<file path="config.mk">
export PLATFORM = sky130hd
export DESIGN_NAME = asymmetric_pid_controller_top_flat
export DESIGN_NICKNAME = d
export VERILOG_FILES = /design/src/rtl/core/apc_pkg.sv /design/src/rtl/core/apc_if.sv /design/src/rtl/core/asymmetric_pid_controller_top.sv /design/src/flat_wrapper.sv
export SDC_FILE = /design/constraint.sdc
export NUM_CORES = 2
export LEC_CHECK = 0
export BUFFER_PORTS_ARGS = -buffer_cell sky130_fd_sc_hd__buf_4
export CAP_MARGIN = 25
export CORE_MARGIN = 4
export CORE_UTILIZATION = 45
export CTS_BUF_LIST = sky130_fd_sc_hd__clkbuf_8
export DETAILED_ROUTE_END_ITERATION = 8
export REMOVE_ABC_BUFFERS = 1
export SYNTH_ARGS = -nofsm -noshare
export SYNTH_HDL_FRONTEND = slang
export SYNTH_SLANG_ARGS = --single-unit
export TNS_END_PERCENT = 50
</file>
<file path="constraint.sdc">
create_clock -name clk -period 16.2 [get_ports clk]
set_input_delay 2.43 -clock clk [delete_from_list [all_inputs] [get_ports clk]]
set_output_delay 2.43 -clock clk [all_outputs]
set_load 0.01 [all_outputs]
</file>
<file path="src/rtl/core/apc_pkg.sv">
// Shared types, constants and the control program of the asymmetric PID controller.
package apc_pkg;

    localparam int ERR_W      = 16;
    localparam int DT_W       = 16;
    localparam int DRIVE_W    = 32;
    localparam int GAIN_W     = 16;
    localparam int SCALE_W    = 16;
    localparam int INTEG_W    = 48;
    localparam int EN_W       = 5;
    localparam int CFG_IDX_W  = 3;
    localparam int CFG_DATA_W = 48;
    localparam int DIFF_W     = ERR_W + 1;
    localparam int SUM_W      = 50;
    localparam int SUM_LO_W   = 25;
    localparam int MUL_A_W    = 34;
    localparam int MUL_B_W    = 17;
    localparam int PROD_W     = MUL_A_W + MUL_B_W;
    localparam int RES_W      = 66;
    localparam int DIV_W      = 32;
    localparam int DIV_CNT_W  = 6;
    localparam int PC_W       = 4;

    // enables register bits
    localparam int EN_INT     = 0;
    localparam int EN_OUT_MIN = 1;
    localparam int EN_OUT_MAX = 2;
    localparam int EN_INT_MIN = 3;
    localparam int EN_INT_MAX = 4;

    typedef enum logic [CFG_IDX_W-1:0] {
        CFG_GAINS_POS = 3'd0,
        CFG_GAINS_NEG = 3'd1,
        CFG_SCALE     = 3'd2,
        CFG_OUT_MIN   = 3'd3,
        CFG_OUT_MAX   = 3'd4,
        CFG_INT_MIN   = 3'd5,
        CFG_INT_MAX   = 3'd6,
        CFG_ENABLES   = 3'd7
    } cfg_reg_t;

    typedef enum logic [2:0] {
        MUL_NONE,
        MUL_KP_E,
        MUL_KI_E,
        MUL_PROD_DT,
        MUL_KD_DIFF,
        MUL_SUM_LO,
        MUL_SUM_HI
    } mul_op_t;

    typedef enum logic [3:0] {
        ALU_NONE,
        ALU_SUM_LOAD,
        ALU_INT_ADD,
        ALU_INT_CLAMP,
        ALU_SUM_INT,
        ALU_DIV_START,
        ALU_SUM_DIV,
        ALU_RES_LOAD,
        ALU_RES_HI,
        ALU_SAT,
        ALU_CLAMP,
        ALU_EMIT
    } alu_op_t;

    typedef enum logic [1:0] {
        COND_NEXT,
        COND_SKIP_NO_INT,
        COND_WAIT_DIV,
        COND_WAIT_OUT
    } seq_cond_t;

    typedef struct packed {
        mul_op_t         mul;
        alu_op_t         alu;
        seq_cond_t       cond;
        logic [PC_W-1:0] target;
    } ctrl_word_t;

    localparam logic [PC_W-1:0] ST_KP       = 4'd0;
    localparam logic [PC_W-1:0] ST_KI       = 4'd1;
    localparam logic [PC_W-1:0] ST_KI_DT    = 4'd2;
    localparam logic [PC_W-1:0] ST_INT_ADD  = 4'd3;
    localparam logic [PC_W-1:0] ST_INT_CLMP = 4'd4;
    localparam logic [PC_W-1:0] ST_SUM_INT  = 4'd5;
    localparam logic [PC_W-1:0] ST_KD       = 4'd6;
    localparam logic [PC_W-1:0] ST_DIV      = 4'd7;
    localparam logic [PC_W-1:0] ST_DIV_WAIT = 4'd8;
    localparam logic [PC_W-1:0] ST_SUM_DIV  = 4'd9;
    localparam logic [PC_W-1:0] ST_SCL_LO   = 4'd10;
    localparam logic [PC_W-1:0] ST_SCL_HI   = 4'd11;
    localparam logic [PC_W-1:0] ST_RES_HI   = 4'd12;
    localparam logic [PC_W-1:0] ST_SAT      = 4'd13;
    localparam logic [PC_W-1:0] ST_CLAMP    = 4'd14;
    localparam logic [PC_W-1:0] ST_EMIT     = 4'd15;

    // Control store: one word per step.
    function automatic ctrl_word_t ucode(input logic [PC_W-1:0] pc);
        ctrl_word_t cw;
        cw = '{mul: MUL_NONE, alu: ALU_NONE, cond: COND_NEXT, target: ST_KP};
        unique case (pc)
            ST_KP:       cw.mul = MUL_KP_E;
            ST_KI:       cw = '{mul: MUL_KI_E, alu: ALU_SUM_LOAD,
                                cond: COND_SKIP_NO_INT, target: ST_KD};
            ST_KI_DT:    cw.mul = MUL_PROD_DT;
            ST_INT_ADD:  cw.alu = ALU_INT_ADD;
            ST_INT_CLMP: cw.alu = ALU_INT_CLAMP;
            ST_SUM_INT:  cw.alu = ALU_SUM_INT;
            ST_KD:       cw.mul = MUL_KD_DIFF;
            ST_DIV:      cw.alu = ALU_DIV_START;
            ST_DIV_WAIT: cw.cond = COND_WAIT_DIV;
            ST_SUM_DIV:  cw.alu = ALU_SUM_DIV;
            ST_SCL_LO:   cw.mul = MUL_SUM_LO;
            ST_SCL_HI:   cw = '{mul: MUL_SUM_HI, alu: ALU_RES_LOAD,
                                cond: COND_NEXT, target: ST_KP};
            ST_RES_HI:   cw.alu = ALU_RES_HI;
            ST_SAT:      cw.alu = ALU_SAT;
            ST_CLAMP:    cw.alu = ALU_CLAMP;
            ST_EMIT:     cw = '{mul: MUL_NONE, alu: ALU_EMIT,
                                cond: COND_WAIT_OUT, target: ST_KP};
        endcase
        return cw;
    endfunction

endpackage

</file>
<file path="src/rtl/core/apc_if.sv">
// Command and result channel interfaces of the asymmetric PID controller.
interface apc_cmd_if;
    logic                                valid;
    logic                                ready;
    logic                                mode;
    logic signed [apc_pkg::ERR_W-1:0]    error_in;
    logic        [apc_pkg::DT_W-1:0]     step_ms;

    modport source (output valid, mode, error_in, step_ms, input ready);
    modport sink   (input valid, mode, error_in, step_ms, output ready);
endinterface

interface apc_rsp_if;
    logic                                valid;
    logic                                ready;
    logic signed [apc_pkg::DRIVE_W-1:0]  drive;
    logic                                out_clamped;
    logic                                int_clamped;

    modport source (output valid, drive, out_clamped, int_clamped, input ready);
    modport sink   (input valid, drive, out_clamped, int_clamped, output ready);
endinterface

</file>
<file path="src/rtl/core/asymmetric_pid_controller_top.sv">
// Asymmetric PID controller: microcoded datapath, configuration registers, result register.
//
// Usage:
//   cmd carries one step (mode, error_in, step_ms); rsp returns one result
//   (drive, out_clamped, int_clamped) per command, in order. Both use
//   valid/ready; a transfer happens when both are high at a rising edge.
//   cfg_we/cfg_index/cfg_data write one configuration register per cycle and
//   must only be used while no command is in flight.
//   A control step runs a 16-step microprogram over one shared 34x17 multiplier
//   and a 1-bit-per-cycle restoring divider for the derivative. With integration
//   off the integral steps are skipped, and when step_ms is 0 the divider is
//   skipped. A clear command (mode 1) goes straight to the last step and
//   returns a zero result.
//   cmd.ready is high only while no command is in progress, so one command is
//   worked on at a time; the next one can be taken while a finished result is
//   still held in the output register.
//   If rsp.ready stays low, the result register holds and the program waits in
//   its last step; the following command is then not finished until it drains.
//   Reset (rst_n low, asynchronous) restores the configuration registers to their
//   defaults, clears the integral and previous error and empties the result register.
module asymmetric_pid_controller_top (
    input  logic                           clk,
    input  logic                           rst_n,
    apc_cmd_if.sink                        cmd,
    apc_rsp_if.source                      rsp,
    input  logic                           cfg_we,
    input  logic [apc_pkg::CFG_IDX_W-1:0]  cfg_index,
    input  logic [apc_pkg::CFG_DATA_W-1:0] cfg_data
);
    import apc_pkg::*;

    // configuration
    logic        [CFG_DATA_W-1:0] gains_pos_reg;
    logic        [CFG_DATA_W-1:0] gains_neg_reg;
    logic signed [SCALE_W-1:0]    scale_reg;
    logic signed [DRIVE_W-1:0]    out_min_reg;
    logic signed [DRIVE_W-1:0]    out_max_reg;
    logic signed [INTEG_W-1:0]    int_min_reg;
    logic signed [INTEG_W-1:0]    int_max_reg;
    logic        [EN_W-1:0]       enables_reg;

    // controller state
    logic signed [ERR_W-1:0]      prev_error_reg;
    logic                         have_prev_reg;
    logic signed [INTEG_W-1:0]    integ_reg;

    // working registers
    logic signed [ERR_W-1:0]      e_reg;
    logic        [DT_W-1:0]       dt_reg;
    logic signed [DIFF_W-1:0]     diff_reg;
    logic signed [PROD_W-1:0]     prod_reg;
    logic signed [SUM_W-1:0]      sum_reg;
    logic signed [INTEG_W:0]      s_reg;
    logic signed [RES_W-1:0]      res_reg;
    logic signed [DRIVE_W-1:0]    v_reg;
    logic                         oc_reg;
    logic                         ic_reg;

    // divider
    logic [DIV_W-1:0]             quo_reg;
    logic [DT_W-1:0]              rem_reg;
    logic [DIV_CNT_W-1:0]         div_cnt_reg;
    logic                         q_neg_reg;

    // sequencer
    logic                         busy_reg;
    logic                         busy_next;
    logic [PC_W-1:0]              pc_reg;
    logic [PC_W-1:0]              pc_next;

    // result register
    logic                         out_valid_reg;
    logic signed [DRIVE_W-1:0]    drive_reg;
    logic                         out_clamped_reg;
    logic                         int_clamped_reg;

    ctrl_word_t                   cw;
    logic                         cmd_xfer;
    logic                         out_free;
    logic                         int_on;
    logic                         div_busy;
    logic        [CFG_DATA_W-1:0] gain_sel;
    logic signed [GAIN_W-1:0]     kp;
    logic signed [GAIN_W-1:0]     ki;
    logic signed [GAIN_W-1:0]     kd;
    logic signed [GAIN_W-1:0]     ki_pos;
    logic signed [GAIN_W-1:0]     ki_neg;
    logic signed [MUL_A_W-1:0]    mul_a;
    logic signed [MUL_B_W-1:0]    mul_b;
    logic signed [PROD_W-1:0]     mul_res;
    logic signed [INTEG_W-1:0]    int_sat;
    logic signed [INTEG_W-1:0]    int_lim;
    logic                         int_hit;
    logic [DIV_W:0]               div_mag;
    logic [DT_W:0]                div_trial;
    logic [DT_W:0]                div_dsr;
    logic                         div_ge;
    logic [DIV_W:0]               quo_signed;
    logic signed [DRIVE_W-1:0]    v_lim;
    logic                         v_hit;

    assign cmd_xfer  = cmd.valid && cmd.ready;
    assign cmd.ready = !busy_reg;
    assign out_free  = !out_valid_reg || rsp.ready;
    assign div_busy  = (div_cnt_reg != '0);
    assign cw        = ucode(pc_reg);

    assign rsp.valid       = out_valid_reg;
    assign rsp.drive       = drive_reg;
    assign rsp.out_clamped = out_clamped_reg;
    assign rsp.int_clamped = int_clamped_reg;

    // gain set follows the sign of the current error
    assign gain_sel = e_reg[ERR_W-1] ? gains_neg_reg : gains_pos_reg;
    assign kp       = gain_sel[GAIN_W-1:0];
    assign ki       = gain_sel[2*GAIN_W-1:GAIN_W];
    assign kd       = gain_sel[3*GAIN_W-1:2*GAIN_W];
    assign ki_pos   = gains_pos_reg[2*GAIN_W-1:GAIN_W];
    assign ki_neg   = gains_neg_reg[2*GAIN_W-1:GAIN_W];
    assign int_on   = enables_reg[EN_INT] && (ki_pos > 0) && (ki_neg > 0);

    // configuration writes
    always_ff @(posedge clk or negedge rst_n)
    begin
        if (!rst_n)
        begin
            gains_pos_reg <= CFG_DATA_W'(256);
            gains_neg_reg <= CFG_DATA_W'(256);
            scale_reg     <= SCALE_W'(256);
            out_min_reg   <= {1'b1, {(DRIVE_W-1){1'b0}}};
            out_max_reg   <= {1'b0, {(DRIVE_W-1){1'b1}}};
            int_min_reg   <= {1'b1, {(INTEG_W-1){1'b0}}};
            int_max_reg   <= {1'b0, {(INTEG_W-1){1'b1}}};
            enables_reg   <= EN_W'(1);
        end
        else if (cfg_we)
        begin
            unique case (cfg_reg_t'(cfg_index))
                CFG_GAINS_POS: gains_pos_reg <= cfg_data;
                CFG_GAINS_NEG: gains_neg_reg <= cfg_data;
                CFG_SCALE:     scale_reg     <= cfg_data[SCALE_W-1:0];
                CFG_OUT_MIN:   out_min_reg   <= cfg_data[DRIVE_W-1:0];
                CFG_OUT_MAX:   out_max_reg   <= cfg_data[DRIVE_W-1:0];
                CFG_INT_MIN:   int_min_reg   <= cfg_data[INTEG_W-1:0];
                CFG_INT_MAX:   int_max_reg   <= cfg_data[INTEG_W-1:0];
                CFG_ENABLES:   enables_reg   <= cfg_data[EN_W-1:0];
            endcase
        end
    end

    // sequencer next step
    always_comb
    begin
        pc_next   = pc_reg;
        busy_next = busy_reg;
        if (busy_reg)
        begin
            unique case (cw.cond)
                COND_NEXT:        pc_next = pc_reg + 1'b1;
                COND_SKIP_NO_INT: pc_next = int_on ? pc_reg + 1'b1 : cw.target;
                COND_WAIT_DIV:    pc_next = div_busy ? pc_reg : pc_reg + 1'b1;
                COND_WAIT_OUT:
                begin
                    if (out_free)
                    begin
                        busy_next = 1'b0;
                        pc_next   = cw.target;
                    end
                end
            endcase
        end
        else if (cmd_xfer)
        begin
            busy_next = 1'b1;
            pc_next   = cmd.mode ? ST_EMIT : ST_KP;
        end
    end

    always_ff @(posedge clk or negedge rst_n)
    begin
        if (!rst_n)
        begin
            busy_reg <= 1'b0;
            pc_reg   <= ST_KP;
        end
        else
        begin
            busy_reg <= busy_next;
            pc_reg   <= pc_next;
        end
    end

    // shared multiplier operands
    always_comb
    begin
        mul_a = '0;
        mul_b = '0;
        unique case (cw.mul)
            MUL_NONE:
            begin
                mul_a = '0;
                mul_b = '0;
            end
            MUL_KP_E:
            begin
                mul_a = {{(MUL_A_W-ERR_W){e_reg[ERR_W-1]}}, e_reg};
                mul_b = {kp[GAIN_W-1], kp};
            end
            MUL_KI_E:
            begin
                mul_a = {{(MUL_A_W-ERR_W){e_reg[ERR_W-1]}}, e_reg};
                mul_b = {ki[GAIN_W-1], ki};
            end
            MUL_PROD_DT:
            begin
                mul_a = prod_reg[MUL_A_W-1:0];
                mul_b = {1'b0, dt_reg};
            end
            MUL_KD_DIFF:
            begin
                mul_a = {{(MUL_A_W-DIFF_W){diff_reg[DIFF_W-1]}}, diff_reg};
                mul_b = {kd[GAIN_W-1], kd};
            end
            MUL_SUM_LO:
            begin
                mul_a = {{(MUL_A_W-SUM_LO_W){1'b0}}, sum_reg[SUM_LO_W-1:0]};
                mul_b = {scale_reg[SCALE_W-1], scale_reg};
            end
            MUL_SUM_HI:
            begin
                mul_a = {{(MUL_A_W-SUM_W+SUM_LO_W){sum_reg[SUM_W-1]}},
                         sum_reg[SUM_W-1:SUM_LO_W]};
                mul_b = {scale_reg[SCALE_W-1], scale_reg};
            end
        endcase
    end

    assign mul_res = mul_a * mul_b;

    // integral: 48-bit saturation, then the optional limits (max first)
    always_comb
    begin
        if (s_reg[INTEG_W:INTEG_W-1] == 2'b01)
            int_sat = {1'b0, {(INTEG_W-1){1'b1}}};
        else if (s_reg[INTEG_W:INTEG_W-1] == 2'b10)
            int_sat = {1'b1, {(INTEG_W-1){1'b0}}};
        else
            int_sat = s_reg[INTEG_W-1:0];
        int_hit = (s_reg[INTEG_W] != s_reg[INTEG_W-1]);
        int_lim = int_sat;
        if (enables_reg[EN_INT_MAX] && (int_sat > int_max_reg))
        begin
            int_lim = int_max_reg;
            int_hit = 1'b1;
        end
        else if (enables_reg[EN_INT_MIN] && (int_sat < int_min_reg))
        begin
            int_lim = int_min_reg;
            int_hit = 1'b1;
        end
    end

    // output limits, max first
    always_comb
    begin
        v_lim = v_reg;
        v_hit = 1'b0;
        if (enables_reg[EN_OUT_MAX] && (v_reg > out_max_reg))
        begin
            v_lim = out_max_reg;
            v_hit = 1'b1;
        end
        else if (enables_reg[EN_OUT_MIN] && (v_reg < out_min_reg))
        begin
            v_lim = out_min_reg;
            v_hit = 1'b1;
        end
    end

    // divider magnitude and quotient sign
    assign div_mag    = prod_reg[PROD_W-1] ? ((DIV_W+1)'(0) - prod_reg[DIV_W:0])
                                           : prod_reg[DIV_W:0];
    assign div_dsr    = {1'b0, dt_reg};
    assign div_trial  = {rem_reg, quo_reg[DIV_W-1]};
    assign div_ge     = (div_trial >= div_dsr);
    assign quo_signed = q_neg_reg ? ((DIV_W+1)'(0) - {1'b0, quo_reg}) : {1'b0, quo_reg};

    // restoring divider, one quotient bit per cycle
    always_ff @(posedge clk or negedge rst_n)
    begin
        if (!rst_n)
            div_cnt_reg <= '0;
        else if (busy_reg && (cw.alu == ALU_DIV_START))
            div_cnt_reg <= (dt_reg != '0) ? DIV_CNT_W'(DIV_W) : '0;
        else if (div_busy)
            div_cnt_reg <= div_cnt_reg - 1'b1;
    end

    always_ff @(posedge clk)
    begin
        if (busy_reg && (cw.alu == ALU_DIV_START))
        begin
            quo_reg   <= (dt_reg != '0) ? div_mag[DIV_W-1:0] : '0;
            rem_reg   <= '0;
            q_neg_reg <= prod_reg[PROD_W-1];
        end
        else if (div_busy)
        begin
            rem_reg <= div_ge ? DT_W'(div_trial - div_dsr) : div_trial[DT_W-1:0];
            quo_reg <= {quo_reg[DIV_W-2:0], div_ge};
        end
    end

    // controller state
    always_ff @(posedge clk or negedge rst_n)
    begin
        if (!rst_n)
        begin
            prev_error_reg <= '0;
            have_prev_reg  <= 1'b0;
            integ_reg      <= '0;
        end
        else if (cmd_xfer)
        begin
            if (cmd.mode)
            begin
                prev_error_reg <= '0;
                integ_reg      <= '0;
            end
            else
            begin
                prev_error_reg <= cmd.error_in;
                have_prev_reg  <= 1'b1;
            end
        end
        else if (busy_reg && (cw.alu == ALU_INT_CLAMP))
            integ_reg <= int_lim;
    end

    // datapath registers
    always_ff @(posedge clk)
    begin
        if (cmd_xfer)
        begin
            e_reg    <= cmd.error_in;
            dt_reg   <= cmd.step_ms;
            diff_reg <= have_prev_reg ? (DIFF_W'(cmd.error_in) - DIFF_W'(prev_error_reg))
                                      : '0;
            v_reg    <= '0;
            oc_reg   <= 1'b0;
            ic_reg   <= 1'b0;
        end
        else if (busy_reg)
        begin
            if (cw.mul != MUL_NONE)
                prod_reg <= mul_res;
            unique case (cw.alu)
                ALU_NONE, ALU_DIV_START, ALU_EMIT:
                begin
                end
                ALU_SUM_LOAD:
                    sum_reg <= {{(SUM_W-DRIVE_W){prod_reg[DRIVE_W-1]}},
                                prod_reg[DRIVE_W-1:0]};
                ALU_INT_ADD:
                    s_reg <= {integ_reg[INTEG_W-1], integ_reg}
                           + {prod_reg[INTEG_W-1], prod_reg[INTEG_W-1:0]};
                ALU_INT_CLAMP:
                    ic_reg <= int_hit;
                ALU_SUM_INT:
                    sum_reg <= sum_reg + {{(SUM_W-INTEG_W){integ_reg[INTEG_W-1]}}, integ_reg};
                ALU_SUM_DIV:
                    sum_reg <= sum_reg + {{(SUM_W-DIV_W-1){quo_signed[DIV_W]}}, quo_signed};
                ALU_RES_LOAD:
                    res_reg <= {{(RES_W-PROD_W){prod_reg[PROD_W-1]}}, prod_reg};
                ALU_RES_HI:
                    res_reg <= res_reg
                             + {prod_reg[RES_W-SUM_LO_W-1:0], {SUM_LO_W{1'b0}}};
                ALU_SAT:
                begin
                    // floor shift by 8, then saturate to 32 bits
                    if (res_reg[RES_W-1:DRIVE_W+7] == {(RES_W-DRIVE_W-7){res_reg[RES_W-1]}})
                        v_reg <= res_reg[DRIVE_W+7:8];
                    else
                    begin
                        v_reg  <= res_reg[RES_W-1] ? {1'b1, {(DRIVE_W-1){1'b0}}}
                                                   : {1'b0, {(DRIVE_W-1){1'b1}}};
                        oc_reg <= 1'b1;
                    end
                end
                ALU_CLAMP:
                begin
                    v_reg <= v_lim;
                    if (v_hit)
                        oc_reg <= 1'b1;
                end
            endcase
        end
    end

    // result register
    always_ff @(posedge clk or negedge rst_n)
    begin
        if (!rst_n)
            out_valid_reg <= 1'b0;
        else if (busy_reg && (cw.alu == ALU_EMIT) && out_free)
            out_valid_reg <= 1'b1;
        else if (rsp.ready)
            out_valid_reg <= 1'b0;
    end

    always_ff @(posedge clk)
    begin
        if (busy_reg && (cw.alu == ALU_EMIT) && out_free)
        begin
            drive_reg       <= v_reg;
            out_clamped_reg <= oc_reg;
            int_clamped_reg <= ic_reg;
        end
    end

endmodule

</file>
<file path="src/flat_wrapper.sv">
// flat-port wrapper written by rule: the top's interface ports become plain ports
module asymmetric_pid_controller_top_flat import apc_pkg::*;
  (clk, rst_n, cfg_we, cfg_index, cfg_data, cmd_valid, cmd_mode, cmd_error_in, cmd_step_ms, cmd_ready, rsp_valid, rsp_drive, rsp_out_clamped, rsp_int_clamped, rsp_ready);
  apc_cmd_if cmd_i ();
  apc_rsp_if rsp_i ();
  input  logic clk;
  input  logic rst_n;
  input  logic cfg_we;
  input  logic [apc_pkg::CFG_IDX_W-1:0] cfg_index;
  input  logic [apc_pkg::CFG_DATA_W-1:0] cfg_data;
  input wire logic [$bits(cmd_i.valid)-1:0] cmd_valid;
  input wire logic [$bits(cmd_i.mode)-1:0] cmd_mode;
  input wire logic [$bits(cmd_i.error_in)-1:0] cmd_error_in;
  input wire logic [$bits(cmd_i.step_ms)-1:0] cmd_step_ms;
  output wire logic [$bits(cmd_i.ready)-1:0] cmd_ready;
  output wire logic [$bits(rsp_i.valid)-1:0] rsp_valid;
  output wire logic [$bits(rsp_i.drive)-1:0] rsp_drive;
  output wire logic [$bits(rsp_i.out_clamped)-1:0] rsp_out_clamped;
  output wire logic [$bits(rsp_i.int_clamped)-1:0] rsp_int_clamped;
  input wire logic [$bits(rsp_i.ready)-1:0] rsp_ready;
  assign cmd_i.valid = cmd_valid;
  assign cmd_i.mode = cmd_mode;
  assign cmd_i.error_in = cmd_error_in;
  assign cmd_i.step_ms = cmd_step_ms;
  assign cmd_ready = cmd_i.ready;
  assign rsp_valid = rsp_i.valid;
  assign rsp_drive = rsp_i.drive;
  assign rsp_out_clamped = rsp_i.out_clamped;
  assign rsp_int_clamped = rsp_i.int_clamped;
  assign rsp_i.ready = rsp_ready;
  asymmetric_pid_controller_top u_core (.clk(clk), .rst_n(rst_n), .cmd(cmd_i), .rsp(rsp_i), .cfg_we(cfg_we), .cfg_index(cfg_index), .cfg_data(cfg_data));
endmodule
</file>
* Yosys cells after proc, flatten, opt, wreduce, memory -nomap -nowiden
Cells that the tools add are included.
** Operators by class
- Add/subtract/negate cells :: 10
- $mul :: 1
- $lt $le $gt $ge :: 7
- Eq/ne operators :: 52
- Muxes and demuxes :: 51
- Bitwise logic cells :: 2
- Reductions and logical operators :: 48
** Operators with widths (number)
- two-way mux 48 bit :: 8
- two-way mux 32 bit :: 8
- case mux 34 bit (6 select lines) :: 1
- case mux 50 bit (3 select lines) :: 1
- case mux 66 bit (2 select lines) :: 1
- case mux 17 bit (6 select lines) :: 1
- adder 50 bit :: 2
- adder 66 bit :: 1
- case mux 32 bit (2 select lines) :: 1
- multiplier 34 x 17 -> 51 bit :: 1
- adder 48 x 48 -> 49 bit :: 1
- equality test 4 bit (second input constant) :: 12
- > comparator 48 bit :: 1
- less-than comparator 48 bit :: 1
- case mux 4 bit (11 select lines) :: 1
- two-way mux 33 bit :: 1
- subtractor 1 x 32 -> 33 bit (first input constant) :: 1
- equality test 4 x 3 -> 1 bit (second input constant) :: 8
- > comparator 16 x 1 -> 1 bit (second input constant) :: 2
- > comparator 32 bit :: 1
- less-than comparator 32 bit :: 1
- two-way mux 16 bit :: 2
- subtractor 1 x 32 -> 32 bit (first input constant) :: 1
- equality test 26 bit :: 1
- 40 further kinds :: 112
** Storage, ports and cells
- Register bits :: 736
- Bits of input ports :: 89
- Output and inout bits :: 36
- Logic and storage cells :: 202

* Depth between registers and ports, before layout
- Depth after elaboration :: 9
- Depth in mapped cells :: 36
- Mapped depth without buffers :: 32

* Least setup slack after synthesis
No wires, ideal clock.
- Kind :: register to register
- From :: register u_core.pc_reg[0]
- To :: register u_core.prod_reg[48] (data pin)
- Library setup time :: 0.259 ns
- Data arrival time :: 8.171 ns
- Required time :: 15.941 ns
- Setup slack :: 7.770 ns
- Cell stages (with the launch flop) :: 31
- Path buffers :: 4
- Clock period less this slack :: 8.430 ns
- Path through :: dfrtp_1 -> ha_1 -> or3_1 -> or3b_1 -> clkbuf_1 -> clkbuf_1 -> o21ai_0 -> a211o_1 -> clkbuf_1 -> buf_1 -> nand2_1 -> fa_1 -> inv_1 -> fa_1 -> fa_1 -> fa_1 -> fa_1 -> inv_1 -> fa_1 -> inv_1 -> ha_1 -> nand3_1 -> nor2_1 -> nand3_1 -> a211o_1 -> a2111oi_2 -> o41ai_2 -> o311a_1 -> o21bai_1 -> a21oi_1 -> xnor2_1
** On the way
- Cells in the longest elaborated chain, start to end :: 6
- Elaborated cells between the ends (all ways) :: 19
- Classes of those cells :: 1 x mul; 11 x eq/ne; 3 x mux; 4 x reduce/logical
** RTL lines
- start: declaration :: RTL line asymmetric_pid_controller_top.sv:68 : logic [PC_W-1:0] pc_reg;
- start signal: assignment :: RTL line asymmetric_pid_controller_top.sv:189 : pc_reg <= pc_next;
- equality test 4 bit (tied with other cells) :: RTL line apc_pkg.sv:102 : unique case (pc)
- case mux 3 bit (6 select lines) * :: RTL line apc_pkg.sv:102
- equality test 3 x 1 -> 1 bit (tied with other cells) :: RTL line asymmetric_pid_controller_top.sv:198 : unique case (cw.mul)
- OR reduction 2 bit (no line)
- case mux 34 bit (6 select lines) or case mux 17 bit (6 select lines) (tied branches) :: RTL line asymmetric_pid_controller_top.sv:198
- multiplier 34 x 17 -> 51 bit * :: RTL line asymmetric_pid_controller_top.sv:238 : assign mul_res = mul_a * mul_b;
- via u_core.mul_res[48] :: RTL line asymmetric_pid_controller_top.sv:90 : logic signed [PROD_W-1:0] mul_res;
- end signal: assignment :: RTL line asymmetric_pid_controller_top.sv:356 : prod_reg <= mul_res;
- end: declaration :: RTL line asymmetric_pid_controller_top.sv:51 : logic signed [PROD_W-1:0] prod_reg;
Mark *: on every way through the listed nets, which the timed path passes. The rest lies on a longest branch.
A chain may end at the register's enable or synchronous reset.

* Worst setup path after layout
- From :: register u_core.pc_reg[1]
- To :: register u_core.prod_reg[42] (data pin)
The elaborated chain is that of the path after synthesis.

==> impl_metrics.env <==
export IMPL_die_y_um=384
export IMPL_crit_required_ns=16.76
export IMPL_crit_top_cell="fa_1"
export IMPL_fin_crit_sh=0.637
export IMPL_drt_initial_drc_count=4006
export IMPL_powerDensity_mw_per_mm2=219
export IMPL_drc=0
export IMPL_fmax_ghz=0.0970
export IMPL_power_w=0.0153
export IMPL_cpPeakStageDelay_ns=0.87
export IMPL_drt_pass1_iterations=9
export IMPL_tns_ns=0
export IMPL_grt_use_total=0.275
export IMPL_clock_tree_root_cell="clkbuf_8"
export IMPL_rsz0062_at_grt="false"
export IMPL_fin_crit_ns=10.31
export IMPL_largest_reg_flops=58
export IMPL_clock_sinks=728
export IMPL_final_antenna_net_count=0
export IMPL_syn_inst=6561
export IMPL_yosysTopAreaCell="fa_1"
export IMPL_relSlewSlack=0.229
export IMPL_final_hold_viol_count=0
export IMPL_clk_path_buf_depth=3
export IMPL_cts_tree="built"
export IMPL_die_width_um=384
export IMPL_hold_class="reg -> reg"
export IMPL_p_leak_nw=32.9
export IMPL_synth_ff_type="edfxtp_1"
export IMPL_synthArstFlopShare=0.486
export IMPL_yosysMostFrequentCell="inv_1"
export IMPL_hold_buffers=0
export IMPL_grt_pass1_vias=49000
export IMPL_numCtsBuffers=132
export IMPL_ys_ff_latch=728
export IMPL_htreeDepth=4
export IMPL_die_area_mm2=0.148
export IMPL_cts_repair_resized=0
export IMPL_ir_worst_vdd_uv=108
export IMPL_clkTransAtPathRegs_ns=0.06
export IMPL_insertion_delay_ns=0.88
export IMPL_drt_total_wl_um=204000
export IMPL_synth_avg_cell_area_um2=9.71
export IMPL_setup_viol=0
export IMPL_whs_ns=0.465
export IMPL_grt_max_degree=88
export IMPL_start_kind="register"
export IMPL_synth_common_cells="inv_1 (914), nand2_1 (604), nor2_1 (563)"
export IMPL_via_count=49300
export IMPL_area_delta_synth_final_pct=9.48
export IMPL_critPathMaxFanout=20
export IMPL_synth_area_leaders="fa_1 (17%), edfxtp_1 (15%), dfrtp_1 (11%)"
export IMPL_drive_gt1_frac=0.120
export IMPL_postCtsSetupBuffers=0
export IMPL_fillers=13000
export IMPL_syn_cell_area_mm2=0.0637
export IMPL_maxSlewViolCount=0
export IMPL_port_buffers=124
export IMPL_ys_seq_area_frac=0.309
export IMPL_drt_vias_per_instance=5.71
export IMPL_arrival_ns=10.88
export IMPL_maxCapViolations=0
export IMPL_core_mm2=0.140
export IMPL_gp_congestion=0.951
export IMPL_fin_nets=7742
export IMPL_antenna_found_initial=5
export IMPL_cpMaxStageDelayCell="o41ai_2"
export IMPL_io_pins=125
export IMPL_synth_top_area_frac=0.175
export IMPL_finClkSkew_ns=0.0631
export IMPL_placementRows=137
export IMPL_ys_types=99
export IMPL_hpwl_um=155000
export IMPL_status="finished clean"
export IMPL_tightest_slew_ns=1.13
export IMPL_worstSetupEndpointType="register"
export IMPL_overflow=0
export IMPL_synth_edf_count=324
export IMPL_wire_per_inst_um=23.6
export IMPL_synth_warnings=0
export IMPL_start_util=0.455
export IMPL_crit_type="reg -> reg"
export IMPL_grt_first_pass_wirelength_um=307000
-- stage by stage --
stage | setup slack [ns] | cells | cell area (um^2) | utilization
floorplan | 5.49 | 6287 | 62600 | -
global placement | 6.01 | 8374 | 66800 | 0.477
detailed placement | 5.84 | 8375 | 66800 | 0.477
CTS | 5.74 | 8620 | 69500 | 0.497
global route | 5.33 | 8629 | 69700 | 0.498
finish | 5.89 | 8632 | 69700 | 0.498
-- report_power, final --
group	total (W)	internal (W)	switching (W)
logic	0.00982	0.00368	0.00614
clock network	0.00183	0.000954	0.000874
registers	0.00361	0.00288	0.000724
total	0.0153	0.00752	0.00774
-- cell families (layout without fill, tap and decap cells) --
logic type,after synthesis,count (layout),share of synthesized area
xor+xnor,255,255,0.0352
flops,728,728,0.309
simple gates,1717,1717,0.123
compound gates,1240,1240,0.127
fa+ha+maj,1012,1012,0.264
other cells,0,4,0
mux,418,418,0.0706
buf+inv,1191,1382,0.0706
-- worst max-delay path, delay by kind of cell (launching register included) --
| kind | cells | cell delay (ns) |
|---|---|---|
| xor+xnor | 1 | 0.09 |
| simple gates | 5 | 1.25 |
| buf+inv | 8 | 1.00 |
| compound gates | 10 | 3.46 |
| flops | 1 | 0.41 |
| fa+ha+maj | 8 | 3.78 |
-- metal layers --
| metal | wire [um] | GRT usage |
|---|---|---|
| met5 | 0 | 0 |
| met4 | 8240 | 0.102 |
| met1 | 88000 | 0.379 |
| met2 | 93000 | 0.438 |
| met3 | 14500 | 0.0456 |
-- final cells by class --
class	count	area [um^2]	area share
clock buffer	145	2000	0.0286
antenna	4	10.0	0.000144
clock inverter	100	694	0.00996
tap	1876	2350	0.0337
timing repair buffer	220	1790	0.0257
inverter	917	3440	0.0494
multi-input combinational	4642	39700	0.570
sequential	728	19700	0.282
-- placed cells by master, fill, tap and decap left out, types with 211 or more instances in the layout --
| cell type | Yosys | layout |
|---|---|---|
| buf_4 | 0 | 211 |
| nor2_1 | 563 | 560 |
| inv_1 | 914 | 964 |
| a21oi_1 | 236 | 235 |
| dfrtp_1 | 270 | 270 |
| mux2_2 | 248 | 248 |
| ha_1 | 456 | 455 |
| o21ai_0 | 324 | 324 |
| fa_1 | 556 | 556 |
| edfxtp_1 | 324 | 324 |
| nand2_1 | 604 | 601 |
-- final timing paths --
| check | depth (start not counted) | end | start | slack [ns] |
|---|---|---|---|---|
| max | 32 | u_core.prod_reg[42] | u_core.pc_reg[1] | 5.89 |
| max in group asynchronous | 2 | u_core.gains_pos_reg[3] | rst_n | 13.21 |
| max reg2reg | 32 | u_core.prod_reg[42] | u_core.pc_reg[1] | 5.89 |
| min in group asynchronous | 1 | u_core.out_min_reg[13] | rst_n | 1.60 |
| min reg2reg | 2 | u_core.rem_reg[15] | u_core.rem_reg[15] | 0.47 |
| min | 2 | u_core.rem_reg[15] | u_core.rem_reg[15] | 0.47 |
Note: power is estimated with default switching activity, not from simulation.
